[config.mk]
export PLATFORM = sky130hd
export DESIGN_NAME = yrmb_front
export DESIGN_NICKNAME = d
export VERILOG_FILES = /design/src/rtl/core/yrmb_pkg.sv /design/src/rtl/core/yrmb_front.sv
export VERILOG_INCLUDE_DIRS = /design/src /design/src/rtl/core
export SDC_FILE = /design/constraint.sdc
export NUM_CORES = 1
export LEC_CHECK = 0
export ABC_AREA = 1
export BUFFER_PORTS_ARGS = -buffer_cell sky130_fd_sc_hd__buf_2
export CAP_MARGIN = 0
export CORE_ASPECT_RATIO = 1.1
export CORE_MARGIN = 3
export CORE_UTILIZATION = 36
export DETAILED_ROUTE_END_ITERATION = 8
export PLACE_DENSITY = 0.55
export SETUP_SLACK_MARGIN = 0.3
export SLEW_MARGIN = 20
export SYNTH_ARGS = -nofsm -noshare
export SYNTH_HDL_FRONTEND = slang
export SYNTH_SLANG_ARGS = --single-unit
[constraint.sdc]
create_clock -name i_clk -period 5.3 [get_ports i_clk]
set_input_delay 0.53 -clock i_clk [delete_from_list [all_inputs] [get_ports i_clk]]
set_output_delay 0.53 -clock i_clk [all_outputs]
set_load 0.01 [all_outputs]
[src/rtl/core/assert_macros.svh]
// assertion helpers shared by the rtl
`ifndef ASSERT_MACROS_SVH
`define ASSERT_MACROS_SVH

// property must hold on every clock out of reset
`define ASSERT_ALWAYS(lbl, clk, rst_n, prop) \
    lbl: assert property (@(posedge clk) disable iff (!(rst_n)) (prop)) \
        else $error("%m: property violated");

// boolean condition must never be seen out of reset
`define ASSERT_NEVER(lbl, clk, rst_n, expr) \
    lbl: assert property (@(posedge clk) disable iff (!(rst_n)) !(expr)) \
        else $error("%m: forbidden condition seen");

`endif

[src/rtl/core/yrmb_pkg.sv]
package yrmb_pkg;

    localparam int MAX_MCU_COLUMNS = 64;
    localparam int MAX_STRIPS      = 1024;

    localparam int LINE_WORDS  = MAX_MCU_COLUMNS * 8;
    localparam int WORD_W      = $clog2(LINE_WORDS);
    localparam int MCU_W       = (MAX_MCU_COLUMNS > 1) ? $clog2(MAX_MCU_COLUMNS) : 1;
    localparam int STRIP_W     = (MAX_STRIPS > 1) ? $clog2(MAX_STRIPS) : 1;
    localparam int ADDR_W      = 1 + 3 + WORD_W;
    localparam int STORE_DEPTH = 2 ** ADDR_W;
    localparam int COL_EFF_W   = $clog2(MAX_MCU_COLUMNS + 1);
    localparam int STRIP_EFF_W = $clog2(MAX_STRIPS + 1);

    localparam int CFG_COL_W   = 7;
    localparam int CFG_STRIP_W = 11;
    localparam int CFG_DATA_W  = 11;
    localparam int CFG_IDX_W   = 1;

    localparam int CQ_DEPTH = 4;
    localparam int CQ_PTR_W = $clog2(CQ_DEPTH);
    localparam int CQ_CNT_W = $clog2(CQ_DEPTH + 1);
    localparam int OQ_DEPTH = 4;
    localparam int OQ_PTR_W = $clog2(OQ_DEPTH);
    localparam int OQ_CNT_W = $clog2(OQ_DEPTH + 1);

    localparam logic [7:0] LEVEL_SHIFT = 8'h80;

    typedef enum logic [CFG_IDX_W-1:0] {
        CFG_MCU_COLUMNS = 1'b0,
        CFG_STRIP_COUNT = 1'b1
    } t_cfg_reg;

    typedef enum logic [1:0] {
        COMP_LUMA_LEFT  = 2'd0,
        COMP_LUMA_RIGHT = 2'd1,
        COMP_CB         = 2'd2,
        COMP_CR         = 2'd3
    } t_comp;

    typedef enum logic [1:0] {
        LANE_Y0 = 2'd0,
        LANE_CB = 2'd1,
        LANE_Y1 = 2'd2,
        LANE_CR = 2'd3
    } t_lane;

    typedef struct packed {
        logic              rd;
        logic [ADDR_W-1:0] rd_addr;
        t_lane             lane;
        t_comp             component;
        logic              block_end;
        logic              image_end;
        logic              run_end;
        logic              wr;
        logic [ADDR_W-1:0] wr_addr;
        logic [31:0]       wr_data;
    } t_cmd;

    typedef struct packed {
        logic [7:0] sample;
        t_comp      component;
        logic       block_end;
        logic       image_end;
        logic       run_end;
    } t_res;

endpackage

[src/rtl/core/yrmb_front.sv]
`include "assert_macros.svh"

module yrmb_front
    import yrmb_pkg::*;
(
    input  logic                  i_clk,
    input  logic                  i_rst_n,
    input  logic                  i_cfg_we,
    input  logic [CFG_IDX_W-1:0]  i_cfg_index,
    input  logic [CFG_DATA_W-1:0] i_cfg_data,
    input  logic                  push,
    output logic                  full,
    input  logic                  i_func,
    input  logic [31:0]           i_word,
    input  logic                  i_cq_full,
    output logic                  o_cmd_push,
    output t_cmd                  o_cmd
);

    logic [CFG_COL_W-1:0]   r_mcu_columns;
    logic [CFG_STRIP_W-1:0] r_strip_count;

    logic        r_busy, n_busy;
    logic [1:0]  r_cnt, n_cnt;
    logic        r_func;
    logic [31:0] r_word;

    logic               r_write_bank, n_write_bank;
    logic [WORD_W-1:0]  r_write_word, n_write_word;
    logic [2:0]         r_write_line, n_write_line;
    logic [STRIP_W-1:0] r_strips_written, n_strips_written;
    logic               r_pending, n_pending;
    logic [MCU_W-1:0]   r_read_mcu, n_read_mcu;
    t_comp              r_read_block, n_read_block;
    logic [5:0]         r_read_index, n_read_index;
    logic [STRIP_W-1:0] r_strips_emitted, n_strips_emitted;

    logic [COL_EFF_W-1:0]   eff_cols;
    logic [STRIP_EFF_W-1:0] eff_strips;
    logic [2:0]             row, col;
    logic [WORD_W-1:0]      rd_off, rd_word;
    t_lane                  rd_lane;
    logic blk_end, last_mcu, strip_end, img_end;
    logic do_read, finish, step, accept, do_write;

    // effective limits
    always_comb begin
        if (r_mcu_columns == '0) begin
            eff_cols = COL_EFF_W'(1);
        end else if (32'(r_mcu_columns) > MAX_MCU_COLUMNS) begin
            eff_cols = COL_EFF_W'(MAX_MCU_COLUMNS);
        end else begin
            eff_cols = COL_EFF_W'(r_mcu_columns);
        end
        if (r_strip_count == '0) begin
            eff_strips = STRIP_EFF_W'(1);
        end else if (32'(r_strip_count) > MAX_STRIPS) begin
            eff_strips = STRIP_EFF_W'(MAX_STRIPS);
        end else begin
            eff_strips = STRIP_EFF_W'(r_strip_count);
        end
    end

    // read address of the next sample
    always_comb begin
        row = r_read_index[5:3];
        col = r_read_index[2:0];
        case (r_read_block)
            COMP_LUMA_LEFT: begin
                rd_off  = WORD_W'(col[2:1]);
                rd_lane = col[0] ? LANE_Y1 : LANE_Y0;
            end
            COMP_LUMA_RIGHT: begin
                rd_off  = WORD_W'({1'b1, col[2:1]});
                rd_lane = col[0] ? LANE_Y1 : LANE_Y0;
            end
            COMP_CB: begin
                rd_off  = WORD_W'(col);
                rd_lane = LANE_CB;
            end
            default: begin
                rd_off  = WORD_W'(col);
                rd_lane = LANE_CR;
            end
        endcase
        rd_word = WORD_W'({r_read_mcu, 3'b000}) + rd_off;
    end

    assign blk_end   = &r_read_index;
    assign last_mcu  = (32'(r_read_mcu) + 32'd1) >= 32'(eff_cols);
    assign strip_end = blk_end && (r_read_block == COMP_CR) && last_mcu;
    assign img_end   = strip_end && ((32'(r_strips_emitted) + 32'd1) >= 32'(eff_strips));

    assign do_read  = r_pending;
    assign finish   = !do_read || (r_cnt == 2'd3) || strip_end;
    assign step     = r_busy && !i_cq_full;
    assign do_write = step && finish && !r_func;
    assign full     = r_busy && !(step && finish);
    assign accept   = push && !full;

    // command to the back end
    always_comb begin
        o_cmd_push       = step && (do_read || do_write);
        o_cmd.rd         = step && do_read;
        o_cmd.rd_addr    = {~r_write_bank, row, rd_word};
        o_cmd.lane       = rd_lane;
        o_cmd.component  = r_read_block;
        o_cmd.block_end  = blk_end;
        o_cmd.image_end  = img_end;
        o_cmd.run_end    = do_read && finish;
        o_cmd.wr         = do_write;
        o_cmd.wr_addr    = {r_write_bank, r_write_line, r_write_word};
        o_cmd.wr_data    = r_word;
    end

    // sequencing of reads then the write
    always_comb begin
        n_busy           = r_busy;
        n_cnt            = r_cnt;
        n_write_bank     = r_write_bank;
        n_write_word     = r_write_word;
        n_write_line     = r_write_line;
        n_strips_written = r_strips_written;
        n_pending        = r_pending;
        n_read_mcu       = r_read_mcu;
        n_read_block     = r_read_block;
        n_read_index     = r_read_index;
        n_strips_emitted = r_strips_emitted;

        if (step) begin
            n_cnt = finish ? 2'd0 : r_cnt + 2'd1;
            if (do_read) begin
                if (!blk_end) begin
                    n_read_index = r_read_index + 6'd1;
                end else begin
                    n_read_index = '0;
                    if (r_read_block != COMP_CR) begin
                        n_read_block = t_comp'(r_read_block + 2'd1);
                    end else begin
                        n_read_block = COMP_LUMA_LEFT;
                        if (!last_mcu) begin
                            n_read_mcu = r_read_mcu + 1'b1;
                        end else begin
                            n_read_mcu       = '0;
                            n_pending        = 1'b0;
                            n_strips_emitted = img_end ? '0 : r_strips_emitted + 1'b1;
                        end
                    end
                end
            end
            if (finish) begin
                n_busy = 1'b0;
            end
            if (do_write) begin
                if ((32'(r_write_word) + 32'd1) < (32'(eff_cols) * 32'd8)) begin
                    n_write_word = r_write_word + 1'b1;
                end else begin
                    n_write_word = '0;
                    if (r_write_line != 3'd7) begin
                        n_write_line = r_write_line + 3'd1;
                    end else begin
                        n_write_line = '0;
                        if ((32'(r_strips_written) + 32'd1) >= 32'(eff_strips)) begin
                            n_strips_written = '0;
                        end else begin
                            n_strips_written = r_strips_written + 1'b1;
                        end
                        n_write_bank = ~r_write_bank;
                        n_pending    = 1'b1;
                        n_read_mcu   = '0;
                        n_read_block = COMP_LUMA_LEFT;
                        n_read_index = '0;
                    end
                end
            end
        end
        if (accept) begin
            n_busy = 1'b1;
        end
    end

    always_ff @(posedge i_clk) begin
        if (!i_rst_n) begin
            r_mcu_columns    <= CFG_COL_W'(1);
            r_strip_count    <= CFG_STRIP_W'(1);
            r_busy           <= 1'b0;
            r_cnt            <= '0;
            r_write_bank     <= 1'b0;
            r_write_word     <= '0;
            r_write_line     <= '0;
            r_strips_written <= '0;
            r_pending        <= 1'b0;
            r_read_mcu       <= '0;
            r_read_block     <= COMP_LUMA_LEFT;
            r_read_index     <= '0;
            r_strips_emitted <= '0;
        end else begin
            if (i_cfg_we) begin
                case (t_cfg_reg'(i_cfg_index))
                    CFG_MCU_COLUMNS: r_mcu_columns <= i_cfg_data[CFG_COL_W-1:0];
                    CFG_STRIP_COUNT: r_strip_count <= i_cfg_data[CFG_STRIP_W-1:0];
                    default: ;
                endcase
            end
            r_busy           <= n_busy;
            r_cnt            <= n_cnt;
            r_write_bank     <= n_write_bank;
            r_write_word     <= n_write_word;
            r_write_line     <= n_write_line;
            r_strips_written <= n_strips_written;
            r_pending        <= n_pending;
            r_read_mcu       <= n_read_mcu;
            r_read_block     <= n_read_block;
            r_read_index     <= n_read_index;
            r_strips_emitted <= n_strips_emitted;
        end
    end

    always_ff @(posedge i_clk) begin
        if (accept) begin
            r_func <= i_func;
            r_word <= i_word;
        end
    end

    `ASSERT_ALWAYS(a_pending_from_write, i_clk, i_rst_n, $rose(r_pending) |-> $past(o_cmd_push && o_cmd.wr))
    `ASSERT_ALWAYS(a_run_end_with_read, i_clk, i_rst_n, (o_cmd_push && o_cmd.run_end) |-> o_cmd.rd)
    `ASSERT_NEVER(a_idle_count_clear, i_clk, i_rst_n, !r_busy && (r_cnt != 2'd0))

endmodule

# Word-level counts from Yosys, hierarchy flattened
# Cells that the tools add are included.
classes:
  n_addsub: 11
  mul: 0
  n_div: 0
  n_lt_le_gt_ge: 5
  n_eq_ne: 6
  shift: 0
  n_mux: 39
  bitwise: 5
  reduce_logical: 33
ops:
  columns: ["operator", "n"]
  rows:
  - ["2-to-1 mux 6 bit", 12]
  - ["2-to-1 mux 11 bit", 2]
  - ["2-to-1 mux 2 bit", 8]
  - ["2-to-1 mux 7 bit", 2]
  - ["adder 6 x 1 -> 6 bit (second input constant)", 2]
  - ["adder 10 x 1 -> 11 bit (second input constant)", 1]
  - [">= comparator 11 bit", 1]
  - ["greater-than comparator 11 bit (second input constant)", 1]
  - ["logical AND 1 bit", 11]
  - ["logical NOT 11 bit", 1]
  - ["adder 10 x 1 -> 10 bit (second input constant)", 1]
  - ["adder 9 x 1 -> 10 bit (second input constant)", 1]
  - ["less-than comparator 10 bit", 1]
  - ["2-to-1 mux 1 bit", 10]
  - ["2-to-1 mux 10 bit", 1]
  - ["AND reduction 10 bit", 1]
  - ["adder 9 x 1 -> 9 bit (second input constant)", 1]
  - ["adder 9 bit", 1]
  - ["2-to-1 mux 9 bit", 1]
  - ["AND reduction 2 bit", 4]
  - ["adder 6 x 1 -> 7 bit (second input constant)", 1]
  - [">= comparator 7 bit", 1]
  - ["greater-than comparator 7 bit (second input constant)", 1]
  - ["logical NOT 7 bit", 1]
  - ["other kinds (18)", 32]
totals:
  reg_bits: 92
  latch_bits: 0
  mem_bits_rw: 0
  romBits: 0
  input_bits: 50
  out_inout_bits: 69
  wordCells: 113
  memories: 0

# Logic depth before layout (Yosys ltp)
depth:
  ltp_word: 13
  mapped_depth: 18
  ltp_nobuf: 18

# Worst setup path before layout
# OpenSTA, ideal clock, no wires.
synth_timing:
  path_type: "reg2reg"
  start: "register r_read_mcu[0]"
  end: "register r_func (enable)"
  arrival_ns: 3.473
  setup_slack_ns: 1.404
  stages_incl_launch_ff: 17
  n_path_buf: 0
  period_less_slack_ns: 3.896
  path_cell_list: "dfxtp_1 ha_1 nand2_1 inv_1 nand2_1 xnor2_1 ha_1 nand2_1 nor2_1 nand2_1 nand3_1 nand2_2 nand2_4 nand2_4 nand2_1 inv_1 nor2_1"
synth_via:
  elab_chain_cells: 9
synth_lines:
  columns: ["item", "line", "source"]
  rows:
  - ["start, declared", "yrmb_front.sv:33", "logic [MCU_W-1:0] r_read_mcu, n_read_mcu;"]
  - ["start signal, assigned", "yrmb_front.sv:212", "r_read_mcu <= n_read_mcu;"]
  - ["adder 6 x 1 -> 7 bit", "yrmb_front.sv:90", "assign last_mcu = (32'(r_read_mcu) + 32'd1) >= 32'(eff_cols);"]
  - [">= comparator 7 bit", "yrmb_front.sv:90", null]
  - ["logical AND 1 bit", "yrmb_front.sv:91", "assign strip_end = blk_end && (r_read_block == COMP_CR) && last_mcu;"]
  - ["logical OR 1 bit", "yrmb_front.sv:95", "assign finish = !do_read || (r_cnt == 2'd3) || strip_end;"]
  - ["logical AND 1 bit", "yrmb_front.sv:98", "assign full = r_busy && !(step && finish);"]
  - ["logical NOT 1 bit", "yrmb_front.sv:98", null]
  - ["logical AND 1 bit", "yrmb_front.sv:98", null]
  - ["net full", "yrmb_front.sv:12", "output logic full,"]
  - ["logical NOT 1 bit", "yrmb_front.sv:99", "assign accept = push && !full;"]
  - ["logical AND 1 bit", "yrmb_front.sv:99", null]
  - ["net accept", "yrmb_front.sv:44", "logic do_read, finish, step, accept, do_write;"]
  - ["end signal, assigned", "yrmb_front.sv:221", "r_func <= i_func;"]
  - ["end, declared", "yrmb_front.sv:25", "logic r_func;"]
# The timed path passes the listed nets, and every way through them passes these cells.
# A chain may end at the register's enable or synchronous reset.

# Final worst setup path
layout_timing:
  start: "register r_read_mcu[0]"
  end: "output port full"
layout_via:
  elab_chain_cells: 7
layout_lines:
  columns: ["item", "line"]
  rows:
  - ["adder 6 x 1 -> 7 bit", "yrmb_front.sv:90"]
  - [">= comparator 7 bit", "yrmb_front.sv:90"]
  - ["logical AND 1 bit", "yrmb_front.sv:91"]
  - ["logical OR 1 bit", "yrmb_front.sv:95"]
  - ["logical AND 1 bit", "yrmb_front.sv:98"]
  - ["logical NOT 1 bit", "yrmb_front.sv:98"]
  - ["logical AND 1 bit", "yrmb_front.sv:98"]
  - ["end, declared", "yrmb_front.sv:12"]
# No other way between the ends.

==> impl_metrics.xml <==
<?xml version="1.0" encoding="UTF-8"?>
<metrics>
  <group name="status">
    <metric name="status" unit="">completed</metric>
  </group>
  <group name="final_layout">
    <metric name="fillerInstances" unit="">1271</metric>
    <metric name="final_nets" unit="">778</metric>
    <metric name="final_common_cell" unit="">nand2_1</metric>
    <metric name="sequential_cell_area" unit="sq um">2172</metric>
    <metric name="final_layout_size_suffix_gt1_share" unit="%">22.92</metric>
    <metric name="layout.cells.most_common_list" unit="">nand2_1 (139), buf_2 (118), nor2_1 (86)</metric>
    <metric name="antennaDiodeCount" unit="">0</metric>
    <metric name="area.growth.synth_to_final" unit="%">19.99</metric>
    <metric name="multi_input_area" unit="sq um">2342</metric>
    <metric name="postLayoutCellArea" unit="sq um">5767</metric>
  </group>
  <group name="timing">
    <metric name="rsz0062_at_grt" unit="">false</metric>
    <metric name="final_critical_path_setup_slack" unit="ns">1.781</metric>
    <metric name="tightestPinTransition" unit="ns">0.7263</metric>
    <metric name="fin_worst_skew" unit="ns">0.01217</metric>
    <metric name="setup-violations-final" unit="">0</metric>
    <metric name="final.min_clock_period" unit="ns">3.519</metric>
    <metric name="rel_slew_slack" unit="%">51.40</metric>
    <metric name="min_period_over_period" unit="%">66.39</metric>
    <metric name="final_max_slew_viol_count" unit="">0</metric>
    <metric name="setup_tns" unit="ns">0</metric>
    <metric name="fmax" unit="MHz">284.2</metric>
    <metric name="hold_viol_final" unit="">0</metric>
  </group>
  <group name="die">
    <metric name="io_pins" unit="">119</metric>
    <metric name="dieArea" unit="sq um">14770</metric>
    <metric name="core-area" unit="sq um">12860</metric>
    <metric name="die_width" unit="microns">116.2</metric>
    <metric name="floorplan.rows" unit="">43</metric>
    <metric name="die_height" unit="microns">127.2</metric>
    <metric name="initial_utilization" unit="%">37.37</metric>
  </group>
  <group name="critical_path">
    <metric name="path_max_fanout" unit="">7</metric>
    <metric name="setup.reg_to_reg.worst_slack" unit="ns">2.15</metric>
    <metric name="crit_family" unit="">simple AND/OR/NAND/NOR gates</metric>
    <metric name="cp_num_cells" unit="">16</metric>
    <metric name="worst_path_most_repeated_cell" unit="">nand2_1</metric>
    <metric name="critical_path_required" unit="ns">4.77</metric>
    <metric name="worst_ep_arrival_time" unit="ns">2.99</metric>
    <metric name="worst_setup_path_end_kind" unit="">output port</metric>
    <metric name="destination_of_the_worst_register_to_register_timing_path" unit="">r_word[28]$_DFFE_PP_</metric>
    <metric name="crit_buf_inv" unit="">3</metric>
    <metric name="worst_setup_path_startpoint" unit="">r_read_mcu[0]$_SDFFE_PN0P_</metric>
    <metric name="crit_type" unit="">reg2out</metric>
    <metric name="critPathLaunchType" unit="">flip-flop</metric>
    <metric name="slowest_stage" unit="">dfxtp_1</metric>
    <metric name="timing.rr.start" unit="">r_read_mcu[0]$_SDFFE_PN0P_</metric>
    <metric name="critical_path_endpoint" unit="">full</metric>
    <metric name="max_stage_delay" unit="ns">0.47</metric>
    <metric name="cp_cell_sequence" unit="">ha_1 &gt; nand2_1 &gt; inv_1 &gt; nand2_1 &gt; xnor2_1 &gt; ha_1 &gt; nand2_1 &gt; nand2_1 &gt; a21oi_1 &gt; nand3_1 &gt; nand2_2 &gt; nand2_4 &gt; nand2_4 &gt; nand2_1 &gt; inv_1 &gt; buf_2</metric>
    <metric name="ff2ff_path_depth" unit="">17</metric>
  </group>
  <group name="synth">
    <metric name="synth_nets" unit="">666</metric>
    <metric name="ys.warnings.count" unit="">0</metric>
    <metric name="synthTopCellsByArea" unit="">dfxtp_1 (25%), edfxtp_1 (21%), nand2_1 (11%)</metric>
    <metric name="largest_family_of_logic_cells_by_synthesized_area" unit="">simple AND/OR/NAND/NOR gates</metric>
    <metric name="synth_compound_area_share" unit="%">8.826</metric>
    <metric name="synth.lib_cells_used.distinct" unit="">41</metric>
    <metric name="synth.mux.area_fraction" unit="%">0</metric>
    <metric name="netlist_instances" unit="">581</metric>
    <metric name="ys_ff_latch" unit="">92</metric>
    <metric name="yosys.area_share.xor_xnor" unit="%">3.280</metric>
    <metric name="synth_top_cell_area_share" unit="%">24.58</metric>
    <metric name="seq_area_frac_synth" unit="%">45.20</metric>
    <metric name="synth_area_per_cell" unit="sq um">8.272</metric>
    <metric name="synth_simple_gate_area_share" unit="%">27.47</metric>
    <metric name="netlist_area" unit="sq um">4806</metric>
    <metric name="yosysTopAreaCell" unit="">dfxtp_1</metric>
    <metric name="synthAdderAreaFrac" unit="%">9.112</metric>
  </group>
  <group name="hold_path">
    <metric name="worst_hold_path_type" unit="">in2reg</metric>
  </group>
  <group name="power">
    <metric name="power.internal" unit="uW">1146</metric>
    <metric name="vdd_ir_drop_max" unit="mV">0.1627</metric>
    <metric name="clock_power_share" unit="%">39.8</metric>
    <metric name="p_per_area" unit="nW/um^2">268.1</metric>
    <metric name="seq_power_share" unit="%">50.1</metric>
    <metric name="p_comb_share" unit="%">10.0</metric>
    <metric name="static-leakage-power" unit="uW">0.002695</metric>
    <metric name="switching_share" unit="%">25.86</metric>
    <metric name="switchingPower" unit="uW">399.8</metric>
  </group>
  <group name="global_route">
    <metric name="vias_in_the_first_global_route" unit="">3912</metric>
    <metric name="first_pass_grt_wire_length" unit="mm">18.78</metric>
    <metric name="grt-ovfl-total" unit="">0</metric>
    <metric name="antenna_found_initial" unit="">0</metric>
    <metric name="maximum_number_of_pins_on_one_net_before_global_route_repair" unit="">37</metric>
    <metric name="all_layer_global_routing_usage" unit="%">15.96</metric>
  </group>
  <group name="placed_design">
    <metric name="post_dp_cell_area" unit="sq um">5484</metric>
    <metric name="gpl.final_weighted_congestion" unit="">0.8203</metric>
    <metric name="port-buffer-count" unit="">118</metric>
    <metric name="place_ws" unit="ns">2.112</metric>
    <metric name="detailed_place_hpwl" unit="mm">9.092</metric>
  </group>
  <group name="routing">
    <metric name="routedWlPerCell" unit="microns">13.79</metric>
    <metric name="route.vias.total" unit="">4194</metric>
    <metric name="routed_antenna_nets" unit="">0</metric>
    <metric name="drt_pass1_iterations" unit="">5</metric>
    <metric name="vias_per_cell" unit="">4.905</metric>
    <metric name="initialDrtViolationCount" unit="">268</metric>
    <metric name="drt_drc_violations_left" unit="">0</metric>
    <metric name="totalWireLength" unit="mm">11.79</metric>
  </group>
  <group name="job">
    <metric name="cap_viol_max_count" unit="">0</metric>
  </group>
  <group name="cts">
    <metric name="cts_inserted_buffers" unit="">9</metric>
    <metric name="cts_num_sinks" unit="">92</metric>
    <metric name="post-cts-setup-buffers" unit="">0</metric>
    <metric name="clock_path_buffers" unit="">2</metric>
    <metric name="cts.reportedPaths.clkPinSlew" unit="ns">0.07</metric>
    <metric name="tritoncts" unit="">yes</metric>
    <metric name="worst_skew_pair.late_latency" unit="ns">0.35</metric>
    <metric name="cts_hold_buffers" unit="">0</metric>
    <metric name="cts_resized" unit="">0</metric>
    <metric name="cts.htree.levels" unit="">3</metric>
    <metric name="clock_tree.root_cell" unit="">clkbuf_16</metric>
  </group>
</metrics>
## cell families after synthesis
| family | after synthesis |
|---|---|
| adder cells (fa/ha/maj) | 35 |
| AND/OR/NAND/NOR | 293 |
| XOR/XNOR | 18 |
| flip-flops | 92 |
| buffers and inverters | 64 |
| AO/OA/AOI/OAI | 79 |
## power by group through the flow
stage | Sequential [uW] | Clock, uW | Combinational, uW
5_1_grt | 778 | 668 | 176
4_1_cts | 775 | 636 | 157
3_5_place_dp | 791 | 0 | 156
6_report | 775 | 616 | 155
2_1_floorplan | 799 | 0 | 86.7
3_3_place_gp | 790 | 0 | 152
## Yosys cell counts
library cell    n
buf_2           2
xnor2_1         3
nor2_8          2
nand3_2         5
clkinv_1        3
a211oi_1        2
nor4_1          2
nor4_2          1
a21oi_1        33
inv_1          39
clkbuf_1        6
o211ai_1        2
o21ai_0        35
edfxtp_1       33
nand3_1        33
ha_1           35
and3b_1         1
nand2_4         2
nand2_1       139
a22o_1          1
nand2_2         3
a21oi_2         2
dfxtp_1        59
nor3b_1         1
nor4b_1         1
buf_4           7
o22ai_1         2
xor2_1         15
nand4_1         7
o21a_1          1
nor2_4          1
inv_2           3
inv_4           1
o21bai_1        1
nor3_4          1
nor2_1         87
buf_6           3
nor2_2          1
nand3b_4        1
nor3_1          3
or2_2           2
## layout make-up
type                       instances  area share (%)
multi-input combinational        425           40.62
sequential                        92           37.67
timing repair buffer             119           10.37
clock buffer                      10           3.971
tap                              157           3.406
inverter                          46           3.038
clock inverter                     6          0.9330
## worst min-delay path by stage
stage / end / from / depth (start not counted) / slack (ns)
3_3_place_gp: r_cnt[1]$_SDFFE_PN0P_ / r_cnt[1]$_SDFFE_PN0P_ / 2 / 0.45
4_1_cts: r_word[9]$_DFFE_PP_ / i_word[9] / 1 / 0.35
5_1_grt: r_word[12]$_DFFE_PP_ / i_word[12] / 1 / 0.34
3_5_place_dp: r_cnt[1]$_SDFFE_PN0P_ / r_cnt[1]$_SDFFE_PN0P_ / 2 / 0.46
2_1_floorplan: r_cnt[1]$_SDFFE_PN0P_ / r_cnt[1]$_SDFFE_PN0P_ / 2 / 0.43
6_report: r_word[22]$_DFFE_PP_ / i_word[22] / 1 / 0.36
## registers in the layout (all words and copies together), names as in the netlist
name and count:
r_busy 1, r_word 32, r_read_index 6, r_read_mcu 6
r_cnt 2, r_strips_emitted 10, do_read 1, r_write_bank 1
r_read_block 2, r_mcu_columns 7, r_write_word 9, r_strip_count 11
r_func 1, r_write_line 3
## routing by layer
layer | vias to the layer above | part of all wire [%] | wire, microns | GRT usage (%)
li1 | 2154 | - | - | -
met2 | 108 | 49 | 5777 | 26.08
met3 | 15 | 5.0 | 594 | 3.600
met5 | - | 0 | 0 | 0
met4 | 0 | 1.6 | 186 | 4.983
met1 | 1917 | 44 | 5228 | 20.96
## through the flow
step	power (uW)	util (%)	cells	hold WS (ns)
after floorplan	885.4	-	581	0.4322
after global placement	942.5	42.65	839	0.4477
after detailed placement	947.1	42.65	839	0.4599
after CTS	1568	44.85	855	0.3459
after global routing	1622	44.85	855	0.3427
final	1546	44.85	855	0.3552
## worst reg2reg max path, stage by stage, from the launching register on
cell     delay, ns
dfxtp_1       0.47
ha_1          0.23
nand2_1       0.06
inv_1         0.09
nand2_1       0.07
xnor2_1       0.16
ha_1          0.33
nand2_1       0.06
nand2_1       0.06
a21oi_1       0.06
nand3_1       0.26
nand2_2       0.14
nand2_4       0.12
nand2_4       0.08
nand2_1       0.08
inv_1         0.07
nor2_2        0.07
buf_4         0.38
Power figures use the tool's default switching activity.
