**config.mk**
```make
export PLATFORM = sky130hd
export DESIGN_NAME = yrmb_cmd_fifo
export DESIGN_NICKNAME = d
export VERILOG_FILES = /design/src/rtl/core/assert_macros.svh /design/src/rtl/core/yrmb_pkg.sv /design/src/rtl/core/yrmb_cmd_fifo.sv
export SDC_FILE = /design/constraint.sdc
export NUM_CORES = 1
export LEC_CHECK = 0
export BUFFER_PORTS_ARGS = -buffer_cell sky130_fd_sc_hd__buf_2
export CORE_MARGIN = 2
export CORE_UTILIZATION = 61
export CTS_CLUSTER_DIAMETER = 50
export CTS_CLUSTER_SIZE = 12
export DETAILED_ROUTE_END_ITERATION = 8
export PLACE_DENSITY_LB_ADDON = 0.12
export SLEW_MARGIN = 10
export SYNTH_ARGS = -nofsm -noshare
export SYNTH_HDL_FRONTEND = slang
export SYNTH_SLANG_ARGS = --single-unit
```
**constraint.sdc**
```tcl
create_clock -name i_clk -period 4.5 [get_ports i_clk]
set_input_delay 0 -clock i_clk [delete_from_list [all_inputs] [get_ports i_clk]]
set_output_delay 0 -clock i_clk [all_outputs]
set_load 0.02 [all_outputs]
```
**src/rtl/core/assert_macros.svh**
```systemverilog
// assertion helpers shared by the rtl
`ifndef ASSERT_MACROS_SVH
`define ASSERT_MACROS_SVH

// property must hold on every clock out of reset
`define ASSERT_ALWAYS(lbl, clk, rst_n, prop) \
    lbl: assert property (@(posedge clk) disable iff (!(rst_n)) (prop)) \
        else $error("%m: property violated");

// boolean condition must never be seen out of reset
`define ASSERT_NEVER(lbl, clk, rst_n, expr) \
    lbl: assert property (@(posedge clk) disable iff (!(rst_n)) !(expr)) \
        else $error("%m: forbidden condition seen");

`endif

```
**src/rtl/core/yrmb_pkg.sv**
```systemverilog
package yrmb_pkg;

    localparam int MAX_MCU_COLUMNS = 64;
    localparam int MAX_STRIPS      = 1024;

    localparam int LINE_WORDS  = MAX_MCU_COLUMNS * 8;
    localparam int WORD_W      = $clog2(LINE_WORDS);
    localparam int MCU_W       = (MAX_MCU_COLUMNS > 1) ? $clog2(MAX_MCU_COLUMNS) : 1;
    localparam int STRIP_W     = (MAX_STRIPS > 1) ? $clog2(MAX_STRIPS) : 1;
    localparam int ADDR_W      = 1 + 3 + WORD_W;
    localparam int STORE_DEPTH = 2 ** ADDR_W;
    localparam int COL_EFF_W   = $clog2(MAX_MCU_COLUMNS + 1);
    localparam int STRIP_EFF_W = $clog2(MAX_STRIPS + 1);

    localparam int CFG_COL_W   = 7;
    localparam int CFG_STRIP_W = 11;
    localparam int CFG_DATA_W  = 11;
    localparam int CFG_IDX_W   = 1;

    localparam int CQ_DEPTH = 4;
    localparam int CQ_PTR_W = $clog2(CQ_DEPTH);
    localparam int CQ_CNT_W = $clog2(CQ_DEPTH + 1);
    localparam int OQ_DEPTH = 4;
    localparam int OQ_PTR_W = $clog2(OQ_DEPTH);
    localparam int OQ_CNT_W = $clog2(OQ_DEPTH + 1);

    localparam logic [7:0] LEVEL_SHIFT = 8'h80;

    typedef enum logic [CFG_IDX_W-1:0] {
        CFG_MCU_COLUMNS = 1'b0,
        CFG_STRIP_COUNT = 1'b1
    } t_cfg_reg;

    typedef enum logic [1:0] {
        COMP_LUMA_LEFT  = 2'd0,
        COMP_LUMA_RIGHT = 2'd1,
        COMP_CB         = 2'd2,
        COMP_CR         = 2'd3
    } t_comp;

    typedef enum logic [1:0] {
        LANE_Y0 = 2'd0,
        LANE_CB = 2'd1,
        LANE_Y1 = 2'd2,
        LANE_CR = 2'd3
    } t_lane;

    typedef struct packed {
        logic              rd;
        logic [ADDR_W-1:0] rd_addr;
        t_lane             lane;
        t_comp             component;
        logic              block_end;
        logic              image_end;
        logic              run_end;
        logic              wr;
        logic [ADDR_W-1:0] wr_addr;
        logic [31:0]       wr_data;
    } t_cmd;

    typedef struct packed {
        logic [7:0] sample;
        t_comp      component;
        logic       block_end;
        logic       image_end;
        logic       run_end;
    } t_res;

endpackage

```
**src/rtl/core/yrmb_cmd_fifo.sv**
```systemverilog
module yrmb_cmd_fifo
    import yrmb_pkg::*;
(
    input  logic i_clk,
    input  logic i_rst_n,
    input  logic i_push,
    input  t_cmd i_cmd,
    output logic o_full,
    input  logic i_pop,
    output logic o_empty,
    output t_cmd o_cmd
);

    t_cmd                r_slot [CQ_DEPTH];
    logic [CQ_PTR_W-1:0] r_wptr, r_rptr;
    logic [CQ_CNT_W-1:0] r_count;
    logic                do_push, do_pop;

    assign o_full  = (r_count == CQ_CNT_W'(CQ_DEPTH));
    assign o_empty = (r_count == '0);
    assign do_push = i_push && !o_full;
    assign do_pop  = i_pop && !o_empty;
    assign o_cmd   = r_slot[r_rptr];

    always_ff @(posedge i_clk) begin
        if (!i_rst_n) begin
            r_wptr  <= '0;
            r_rptr  <= '0;
            r_count <= '0;
        end else begin
            if (do_push) begin
                r_wptr <= r_wptr + 1'b1;
            end
            if (do_pop) begin
                r_rptr <= r_rptr + 1'b1;
            end
            if (do_push && !do_pop) begin
                r_count <= r_count + 1'b1;
            end else if (do_pop && !do_push) begin
                r_count <= r_count - 1'b1;
            end
        end
    end

    always_ff @(posedge i_clk) begin
        if (do_push) begin
            r_slot[r_wptr] <= i_cmd;
        end
    end

endmodule

```
# Word level (Yosys, flattened, before mapping)
# Memories as Yosys holds them, arrays and structs flattened. A register that Yosys moved wholly into a read port is not among the register bits.
# Index checks and enable logic that the tools add are counted.
op_classes:
  n_addsub: 4
  n_eq_ne: 1
  mux: 6
  n_reduce_logical: 10
op_table:
  columns: ["cell", "n"]
  rows:
  - ["2-to-1 mux 3 bit", 2]
  - ["adder 2 x 1 -> 2 bit (second input constant)", 2]
  - ["logical AND 1 bit", 4]
  - ["zero test 1 bit", 4]
  - ["2-to-1 mux 2 bit", 2]
  - ["adder 3 x 1 -> 3 bit (second input constant)", 1]
  - ["== test 3 bit (second input constant)", 1]
  - ["zero test 3 bit", 1]
  - ["subtractor 3 x 1 -> 3 bit (second input constant)", 1]
  - ["2-to-1 mux 1 bit", 2]
  - ["nonzero test 2 bit", 1]
totals:
  reg_bits: 7
  mem_bits_rw: 268
  inputBits: 71
  out_inout_bits: 69
  wordCells: 25
  n_memories: 1
memory_table:
  columns: ["name", "depth", "word_bits", "read_ports", "rd_clocked_by_memory_dff", "write_ports", "line_no", "rtl"]
  rows:
  - ["r_slot", 4, 67, 1, 1, 1, "yrmb_cmd_fifo.sv:14", "t_cmd r_slot [CQ_DEPTH];"]

# Logic depth before layout (Yosys ltp)
# Gate-level depths: netlist (run 1).
logic_depth:
  ltp_word: 7
  ltp_mapped: 9
  mapped_depth_nobuf: 8

# Worst setup path after synthesis (run 1)
# OpenSTA, ideal clock, no wires.
synth_path:
  path_kind: "reg2reg"
  start: "register r_count[0]"
  end: "memory r_slot[0][0] (netlist bit), enable pin"
  setup_ns: 0.432
  arrival_ns: 2.461
  required_ns: 4.068
  slack_ns: 1.606
  stages_incl_launch_ff: 5
  path_buffers: 1
  period_less_slack_ns: 2.894
  path_cell_list: "dfxtp_1 > nor3b_1 > nor2b_1 > buf_2 > and2_1"
synth_between:
  elab_chain_len: 5
synth_lines:
  columns: ["element", "line_no", "rtl"]
  rows:
  - ["start, declared", "yrmb_cmd_fifo.sv:16", "logic [CQ_CNT_W-1:0] r_count;"]
  - ["start signal, assigned", "yrmb_cmd_fifo.sv:38", "r_count <= r_count + 1'b1;"]
  - ["start signal, assigned", "yrmb_cmd_fifo.sv:40", "r_count <= r_count - 1'b1;"]
  - ["== test 3 bit", "yrmb_cmd_fifo.sv:19", "assign o_full = (r_count == CQ_CNT_W'(CQ_DEPTH));"]
  - ["net o_full", "yrmb_cmd_fifo.sv:8", "output logic o_full,"]
  - ["zero test 1 bit", "yrmb_cmd_fifo.sv:21", "assign do_push = i_push && !o_full;"]
  - ["logical AND 1 bit", "yrmb_cmd_fifo.sv:21", null]
  - ["net do_push", "yrmb_cmd_fifo.sv:17", "logic do_push, do_pop;"]
  - ["2-to-1 mux 1 bit", "yrmb_cmd_fifo.sv:46", "if (do_push) begin"]
  - ["2-to-1 mux 1 bit (implied by the code)", "yrmb_cmd_fifo.sv:47", "r_slot[r_wptr] <= i_cmd;"]
  - ["end, declared", "yrmb_cmd_fifo.sv:14", null]
# The timed path passes the listed nets, and every way through them passes these cells.

==> run_results.csv, run 1 <==
group,metric,value,unit
layout,nets,700,
timing,setup_viol_count_final,0,
global_route,grt-ovfl-total,0,
worst_setup_path,critPathCapture,"o_cmd[35]",
timing,worst_pin_slew,1.05,ns
clocking,htree_num_levels,1,
floorplan,die_x,133,microns
worst_setup_path,cp_slowest_cell,"dfxtp_4",
clocking,clock_sink_count,277,
layout,drive_gt1_share,38.8,%
synth,yosys.area_share.adder,0.812,%
clocking,cts_buffers,28,
clocking,cts_buffer_depth,3,
min_path,min_path_type,"input port to register",
route,via_per_inst,5.58,
route,drc_errors,0,
synth,synthMuxAreaShare,15.1,%
floorplan,num_io_pins,140,
floorplan,die_height,133,microns
route,wl_per_cell,21.1,microns
synth,synthXorXnorAreaFrac,0.344,%
timing,final_max_slew_viol_count,0,
worst_setup_path,required,4.50,ns
global_route,track_usage,20.8,%
placed_design,place_ws,1.97,ns
layout,n_antenna_cell,0,
route,ant_nets,0,
placed_design,placed_cell_area,0.0110,sq mm
placed_design,port_buffers,139,
synth,syn_nets,475,
synth,ys_seq_elements,277,
outcome,outcome,"finished, final reports clean",
timing,relSlewSlack,29.9,%
clocking,cts_tree,"yes",
placed_design,place_hpwl,9980,microns
global_route,grt_pass1_vias,5000,
floorplan,design.die.area,0.0177,sq mm
clocking,clk_latency,0.53,ns
power,powerDensity,564,mW/mm^2
worst_setup_path,rr_worst_depth,8,
timing,setup_tns,0,ns
synth,yosysSeqAreaShare,80.9,%
timing,fmax,382,MHz
synth,synth.avg_cell_area,25.6,sq um
worst_setup_path,cp_max_fo,36,
worst_setup_path,reg2reg_slack,1.97,ns
layout,area_growth_syn_to_layout,23.1,%
worst_setup_path,arrival,2.62,ns
route,drt_iter0_drc,277,
clocking,cts_root_buf,"clkbuf_16",
timing,fin_skew,0.0119,ns
synth,synth_top_family_by_area,"multiplexers",
floorplan,core_area,0.0165,sq mm
timing,period_needed,2.62,ns
worst_setup_path,end_kind,"output pin",
timing,rsz0062_at_grt,"no",
placed_design,gp_congestion,0.703,
worst_setup_path,path_cells,"buf_4, mux4_2, buf_2",
floorplan,core.rowCount,47,
synth,synthCells,398,
synth,synth-compound-area-share,0.283,%
worst_setup_path,reg2reg_to,"r_count[2]$_SDFFE_PN0P_",
synth,yosys.area_share.simple,0.947,%
power,ir_worst_vdd,368,uV
clocking,clk_pin_slew_worst_paths,0.06,ns
route,drt-total-wl,18000,microns
worst_setup_path,critPathMaxStageDelay,0.83,ns
clocking,cts-resized-gates,0,
route,firstDrtPassIters,4,
power,leakagePower,4.26,nW
timing,setup_ws,1.88,ns
synth,yosysWarningCount,0,
global_route,grt_pass1_wl,27900,microns
layout,finish.instance_area,0.0125,sq mm
run,cap_violations,0,
synth,synth_cell_type_count,25,
global_route,grt_max_degree,68,
global_route,antenna_found_initial,0,
floorplan,start_util,61.8,%
worst_setup_path,critical_path_class,"register to output pin",
worst_setup_path,worstSetupStartpointType,"register",
route,vias,4774,
timing,final_hold_viol_count,0,
worst_setup_path,rr_startpoint,"r_count[0]$_SDFFE_PN0P_",
synth,netlist_area,0.0102,sq mm
timing,period_share,58.2,%
[synth_stat cells (all sizes together)]
cell / count / area, sq um
clkbuf: 1 / 3.75
buf: 16 / 150
mux2i: 3 / 30.0
mux4: 67 / 1510
a21boi: 1 / 7.51
xnor2: 3 / 26.3
nor2b: 2 / 12.5
or3: 1 / 6.26
nor3b: 1 / 7.51
and2: 8 / 50.1
ha: 5 / 62.6
edfxtp: 268 / 8050
xor2: 1 / 8.76
nand2: 4 / 15.0
fa: 1 / 20.0
inv: 3 / 11.3
nor3: 1 / 5.00
o311ai: 1 / 8.76
dfxtp: 9 / 180
o21ai: 1 / 5.00
o31ai: 1 / 7.51
[report_power, final]
part | internal (mW) | switching [mW] | leakage [nW]
Sequential | 3.14 | 0.205 | 2.53
Combinational | 0.774 | 0.908 | 1.34
Clock | 1.16 | 0.871 | 0.382
[worst min path at each step]
stage | depth (start not counted) | startpoint | slack (ns) | end
floorplan | 0 | i_cmd[0] | 0.1 | r_slot[0][0]$_DFFE_PP_
global placement | 1 | i_cmd[2] | 0.21 | r_slot[3][2]$_DFFE_PP_
detailed placement | 1 | i_cmd[2] | 0.22 | r_slot[0][2]$_DFFE_PP_
CTS | 2 | i_cmd[2] | 0.21 | r_slot[1][2]$_DFFE_PP_
global route | 2 | i_cmd[64] | 0.23 | r_slot[2][64]$_DFFE_PP_
finish | 2 | i_cmd[26] | 0.23 | r_slot[2][26]$_DFFE_PP_
[layout make-up]
type,count,area (sq um)
clock buffer,38,759
clock inverter,5,30.0
fill,904,3940
inverter,3,11.3
multi-input combinational,101,1790
sequential,277,8240
tap,220,275
timing repair buffer,212,1420
[layout by cell type, fill, tap and decap left out, drive strengths merged]
master	synthesis	final
a21boi	1	1
and2	8	8
buf	16	141
clkbuf	1	38
clkinv	0	3
clkinvlp	0	1
dfxtp	9	9
dlygate4sd3	0	71
edfxtp	268	268
fa	1	1
ha	5	5
inv	3	4
mux2i	3	3
mux4	67	67
nand2	4	4
nor2b	2	2
nor3	1	1
nor3b	1	1
o21ai	1	1
o311ai	1	1
o31ai	1	1
or3	1	1
xnor2	3	3
xor2	1	1
[per-stage QoR]
stage               hold slack, ns  utilization [%]  std cells  power (mW)
floorplan                   0.0989                -        398        4.59
global placement             0.210             67.0        742        5.01
detailed placement           0.218             67.0        742        5.06
CTS                          0.212             76.1        856        7.13
global route                 0.226             76.1        856        7.34
finish                       0.229             76.1        856        7.06
[layer usage]
layer  global-route usage, %  share of wire, %  up-vias
met3                    3.73               5.7       26
met1                    29.5                41     2461
met5                       0                 0        -
li1                        -                 -     2136
met4                    4.85               1.5        0
met2                    34.9                52      151
[logic make-up (layout without fill, tap and decap cells)]
family | Yosys count | in the layout
DFF | 277 | 277
buffers and inverters | 20 | 258
and+or+nand+nor | 17 | 17
xor gates and xnor gates | 4 | 4
muxes | 70 | 70
AOI/OAI and AO/OA | 4 | 4
adders and majority gates | 6 | 6
[worst max-delay path, delay by kind of cell, from the launching register on]
| family | cells | cell delay [ns] |
|---|---|---|
| flip-flops | 1 | 0.83 |
| buffers and inverters | 2 | 0.67 |
| multiplexers | 1 | 0.58 |
[timing repair]
| item | CTS | global route |
|---|---|---|
| hold buffers | 71 | 0 |
| endpoints found under the hold margin | 277 | 0 |
| setup buffers | 0 | 0 |
[sequential cells by signal (all words and copies together), names as in the netlist, named ones only]
signal   cells
r_slot     268
r_wptr       2
r_count      3
r_rptr       2
Note: power is estimated with default switching activity, not from simulation.
==> inputs of run 2 (changes only) <==
Settings changed: ABC_AREA set to 1, CORE_UTILIZATION 61 to 57.
Clock period 4.5 ns to 2.6 ns, I/O delays scaled along.
==> run_results.csv, run 2 <==
group,metric,value,unit
outcome,outcome,"finished, final reports clean",
floorplan,design.die.area,0.0194,sq mm
timing,rsz0062_at_grt,"no",
layout,top_register,"r_slot",
run,cap_violations,0,
worst_setup_path,critical_path_class,"register to output pin",
worst_setup_path,worstSetupStartpointType,"register",
layout,top_regs,"r_slot (268), r_count (3)",
layout,finish.instance_area,0.0129,sq mm
synth,ys_seq_elements,277,
clocking,cts_tree,"yes",
clocking,cts_root_buf,"clkbuf_16",
timing,final_hold_viol_count,0,
worst_setup_path,cp_max_fo,68,
global_route,track_usage,22.3,%
worst_setup_path,arrival,2.30,ns
synth,yosysSeqAreaShare,78.9,%
worst_setup_path,end_kind,"output pin",
min_path,hp-start,"i_cmd[1]",
synth,synth_common_cells,"edfxtp_1 (268), nor2_1 (148), o21ai_0 (132)",
power,ir_worst_vdd,743,uV
route,wl_per_cell,18.8,microns
synth,synth.most_common_cell,"edfxtp_1",
min_path,hold-path-endpoint,"r_slot[2][1]$_DFFE_PP_",
route,via_per_inst,5.64,
clocking,htree_num_levels,1,
floorplan,start_util,58.0,%
layout,nets,1007,
worst_setup_path,cp_slowest_cell,"dfxtp_4",
clocking,clock_sink_count,277,
synth,synth_top_area_share,77.2,%
floorplan,core.rowCount,49,
power,leakagePower,4.61,nW
synth,ys.flop_type,"edfxtp_1",
min_path,min_path_type,"input port to register",
layout,register_area,0.00823,sq mm
power,powerDensity,974,mW/mm^2
placed_design,dp_cells,1058,
worst_setup_path,rr_startpoint,"r_count[0]$_SDFFE_PN0P_",
route,vias,6611,
global_route,grt_pass1_wl,34700,microns
clocking,cts-resized-gates,0,
route,ant_nets,0,
layout,fin_cells,1173,
global_route,grt-ovfl-total,0,
timing,fmax,435,MHz
route,drt_iter0_drc,454,
timing,holdWs,0.225,ns
synth,netlist_area,0.0104,sq mm
timing,final_max_slew_viol_count,0,
global_route,grt_max_degree,106,
route,drc_errors,0,
placed_design,place_hpwl,11900,microns
timing,relSlewSlack,51.2,%
worst_setup_path,critPathMaxStageDelay,0.47,ns
layout,multi_input_area,0.00187,sq mm
synth,syn_nets,795,
placed_design,port_buffers,139,
floorplan,core_area,0.0180,sq mm
global_route,grt_pass1_vias,6802,
placed_design,gp_congestion,0.794,
timing,period_needed,2.30,ns
worst_setup_path,reg2reg_to,"r_count[2]$_SDFFE_PN0P_",
route,firstDrtPassIters,5,
timing,worst_pin_slew,0.732,ns
worst_setup_path,reg2reg_slack,0.33,ns
synth,synth.avg_cell_area,14.5,sq um
global_route,antenna_found_initial,1,
timing,setup_viol_count_final,0,
layout,layout.cells.most_common_list,"edfxtp_1 (268), nor2_1 (144), buf_2 (139)",
timing,setup_ws,0.303,ns
synth,synthCells,718,
synth,synth_area_leader_cell,"edfxtp_1",
synth,ys_top_cells_by_area,"edfxtp_1 (77%), o21ai_0 (6.3%), nor2_1 (5.3%)",
clocking,clk_latency,0.52,ns
layout,final_common_cell,"edfxtp_1",
clocking,cts_buffer_depth,3,
layout,final_core_util,71.8,%
synth,async_reset_ff_share,0,%
timing,period_share,88.4,%
worst_setup_path,required,2.60,ns
layout,drive_gt1_share,20.7,%
synth,yosysWarningCount,0,
layout,largest_reg_flops,268,
route,drt-total-wl,22100,microns
clocking,clk_pin_slew_worst_paths,0.06,ns
placed_design,place_ws,0.369,ns
synth,synth_cell_type_count,22,
floorplan,num_io_pins,140,
floorplan,die_height,139,microns
worst_setup_path,path_cells,"inv_6, buf_4, o21ai_0, o22ai_1, buf_2",
floorplan,die_x,139,microns
min_path,min_path_cells,2,
layout,fillers,1172,
worst_setup_path,rr_worst_depth,13,
timing,fin_skew,0.0124,ns
clocking,cts_buffers,28,
synth,synth_edf_count,268,
placed_design,placed_cell_area,0.0114,sq mm
layout,area_growth_syn_to_layout,23.7,%
run 2: changes by cell type in the layout (fill, tap and decap cells not counted), sizes merged, moves of 13 or more:
| cell | delta |
|---|---|
| inv | +14 |
| o22ai | +67 |
| buf | +13 |
| mux4 | -67 |
| nor2 | +148 |
| o21ai | +134 |
run 2: critical path, delay by kind of cell (launching register included):
family	cells	cell delay, ns
buffers and inverters	3	0.95
AOI/OAI and AO/OA	2	0.32
DFF	1	0.47
run 2: final cells by class:
| cell class | count | area share [%] |
|---|---|---|
| Clock buffer | 38 | 5.97 |
| Sequential cell | 277 | 63.8 |
| Tap cell | 229 | 2.22 |
| Multi-Input combinational cell | 380 | 14.5 |
| Timing Repair Buffer | 225 | 12.5 |
| Inverter | 18 | 0.563 |
| Antenna cell | 1 | 0.0194 |
| Clock inverter | 5 | 0.427 |
run 2: repair_timing:
action                    in CTS  in global routing
hold endpoints to repair     277                  0
buffers inserted               0                  0
hold buffers                  71                  0
run 2: report_power, final:
| group | internal [mW] | switching, mW | total [mW] |
|---|---|---|---|
| logic | 1.03 | 2.26 | 3.29 |
| registers | 5.43 | 0.204 | 5.63 |
| clock network | 2.14 | 1.49 | 3.63 |
run 2: kinds of logic (layout without fill, tap and decap cells):
| logic type | after synthesis | after routing | synth area share [%] |
|---|---|---|---|
| other | 0 | 1 | 0 |
| DFF | 277 | 277 | 78.9 |
| buffers and inverters | 61 | 286 | 3.43 |
| and+or+nand+nor | 168 | 168 | 6.13 |
| xor gates and xnor gates | 1 | 1 | 0.0840 |
| adders and majority gates | 6 | 6 | 0.792 |
| AOI/OAI and AO/OA | 205 | 205 | 10.6 |
run 2: how the worst max path moves through the flow:
stage	depth (start not counted)	endpoint	start	slack (ns)
after floorplan	4	r_slot[0][0]$_DFFE_PP_	r_count[0]$_SDFFE_PN0P_	-0.27
after global placement	9	r_count[1]$_SDFFE_PN0P_	r_count[1]$_SDFFE_PN0P_	0.55
after detailed placement	9	r_count[1]$_SDFFE_PN0P_	r_count[0]$_SDFFE_PN0P_	0.37
after CTS	5	o_cmd[26]	register	0.26
after global routing	9	r_count[1]$_SDFFE_PN0P_	r_count[1]$_SDFFE_PN0P_	0.14
final	5	o_cmd[26]	register	0.30
run 2: layer usage:
metal  global-route usage (%)  vias to the layer above  share of wire [%]
met5                        0                        -                  0
met4                     6.17                        0                1.6
met3                     4.44                       31                6.1
met2                     38.0                      199                 51
met1                     29.8                     3280                 41
li1                         -                     3101                  -
run 2: metrics by stage:
step                      total power, mW  setup TNS [ns]
after floorplan                      7.83          -73.46
after detailed placement             8.93               0
final                                12.6               0
after global routing                 13.1               0
after CTS                            12.6               0
after global placement               8.81               0
==> inputs of run 3 (changes only) <==
Clock period 2.6 ns to 2.39 ns, I/O delays scaled along.
==> run_results.csv, run 3 (synthesis results as in run 2) <==
group,metric,value,unit
global_route,grt_pass1_wl,34300,microns
layout,area_growth_syn_to_layout,24.3,%
power,finalPower,13.7,mW
timing,period_needed,2.24,ns
layout,fin_cells,1177,
worst_setup_path,cp_max_fo,5,
power,leakagePower,4.65,nW
placed_design,port_buffers,139,
global_route,grt_max_degree,62,
route,drc_errors,0,
clocking,clk_pin_slew_worst_paths,0.06,ns
route,drt_iter0_drc,430,
route,via_per_inst,5.66,
clocking,clk_latency,0.53,ns
floorplan,num_io_pins,140,
clocking,clock_sink_count,277,
timing,holdWs,0.222,ns
layout,top_regs,"r_slot (268), r_count (3)",
worst_setup_path,critPathMaxStageDelay,0.54,ns
timing,rsz0062_at_grt,"no",
global_route,grt-ovfl-total,0,
layout,multi_input_area,0.00187,sq mm
global_route,grt_pass1_vias,6886,
timing,fmax,446,MHz
layout,largest_reg_flops,268,
layout,final_core_util,72.1,%
route,ant_nets,0,
worst_setup_path,path_cells,"inv_1, ha_1, nand3b_1, nand2_1, dlygate4sd3_1, nor2_1, dlygate4sd3_1",
route,firstDrtPassIters,5,
clocking,htree_num_levels,1,
clocking,post_cts_buffers,0,
worst_setup_path,required,2.81,ns
outcome,outcome,"finished, final reports clean",
placed_design,gp_congestion,0.803,
global_route,track_usage,22.3,%
worst_setup_path,critical_path_class,"register to register",
clocking,cts_buffers,28,
clocking,cts_root_buf,"clkbuf_16",
route,vias,6660,
worst_setup_path,worstSetupStartpointType,"register",
timing,relSlewSlack,52.6,%
timing,fin_skew,0.0103,ns
timing,final_max_slew_viol_count,0,
layout,nets,1012,
global_route,antenna_found_initial,0,
placed_design,dp_cells,1062,
timing,worst_pin_slew,0.711,ns
worst_setup_path,end_kind,"register",
run,cap_violations,0,
power,ir_worst_vdd,748,uV
layout,final_common_cell,"edfxtp_1",
layout,drive_gt1_share,21.3,%
timing,final_hold_viol_count,0,
clocking,cts_buffer_depth,3,
worst_setup_path,cpMostUsedCell,"dlygate4sd3_1",
layout,n_antenna_cell,0,
layout,layout.cells.most_common_list,"edfxtp_1 (268), nor2_1 (144), buf_2 (139)",
worst_setup_path,cp_slowest_cell,"dlygate4sd3_1",
route,drt-total-wl,22200,microns
floorplan,core.rowCount,49,
floorplan,die_height,139,microns
min_path,min_path_type,"input port to register",
layout,register_area,0.00823,sq mm
timing,setup_viol_count_final,0,
floorplan,design.die.area,0.0194,sq mm
worst_setup_path,arrival,2.66,ns
layout,fillers,1179,
floorplan,start_util,58.0,%
floorplan,die_x,139,microns
route,wl_per_cell,18.8,microns
floorplan,core_area,0.0180,sq mm
clocking,cts_tree,"yes",
placed_design,place_hpwl,12300,microns
layout,top_register,"r_slot",
power,powerDensity,1050,mW/mm^2
timing,period_share,93.8,%
-- run 3: cell count changes in the layout (fill, tap and decap cells not counted), sizes merged --
cell	change
diode	-1
clkbuf	+1
buf	+4
bufinv	-1
dlygate4sd3	+1
-- run 3: path summary, 6_finish.rpt --
path	from	endpoint	slack [ns]	cells past startpoint
setup reg to reg	r_wptr[0]$_SDFFE_PN0P_	r_wptr[1]$_SDFFE_PN0P_	0.15	7
hold / removal	i_cmd[20]	r_slot[2][20]$_DFFE_PP_	0.22	2
setup / recovery	r_wptr[0]$_SDFFE_PN0P_	r_wptr[1]$_SDFFE_PN0P_	0.15	7
hold reg to reg	r_rptr[0]$_SDFFE_PN0P_	register	0.50	2
-- run 3: worst max-delay path: cells and delay by family, from the launching register on --
family | cells | cell delay (ns)
fa+ha+maj | 1 | 0.30
buf+inv | 3 | 1.17
flops | 1 | 0.41
simple gates | 3 | 0.26
-- run 3: layout make-up --
type	count	area share, %
Tap cell	229	2.21
Multi-Input combinational cell	380	14.4
Sequential cell	277	63.5
Inverter	18	0.560
Timing Repair Buffer	230	13.0
Clock inverter	4	0.183
Clock buffer	39	6.12
-- run 3: report_power, final --
| part | total [mW] | switching, mW | internal [mW] |
|---|---|---|---|
| sequential | 6.10 | 0.199 | 5.90 |
| combinational | 3.66 | 2.51 | 1.15 |
| clock | 3.90 | 1.63 | 2.28 |
| total | 13.7 | 4.34 | 9.33 |
-- run 3: metal layers --
metal / global-route usage [%] / share of wire, % / wire length, microns / up-vias
li1: - / - / - / 3110
met1: 28.4 / 41 / 9010 / 3270
met2: 39.0 / 51 / 11200 / 242
met3: 4.34 / 6.8 / 1500 / 38
met4: 6.96 / 1.9 / 428 / 0
met5: 0 / 0 / 0 / -
-- run 3: repair_timing --
item | CTS | global route
hold buffers | 72 | 0
endpoints found under the setup margin | 0 | 3
hold endpoints to repair | 277 | 0
resized for setup | 0 | 2
-- run 3: metrics by stage --
stage	area [sq um]	worst slack, ns	setup TNS, ns
5_1_grt	13000	0.0539	0
4_1_cts	13000	0.0494	0
2_1_floorplan	10400	-0.484	-129.74
3_5_place_dp	11400	0.463	0
6_report	13000	0.148	0
3_3_place_gp	11400	0.616	0
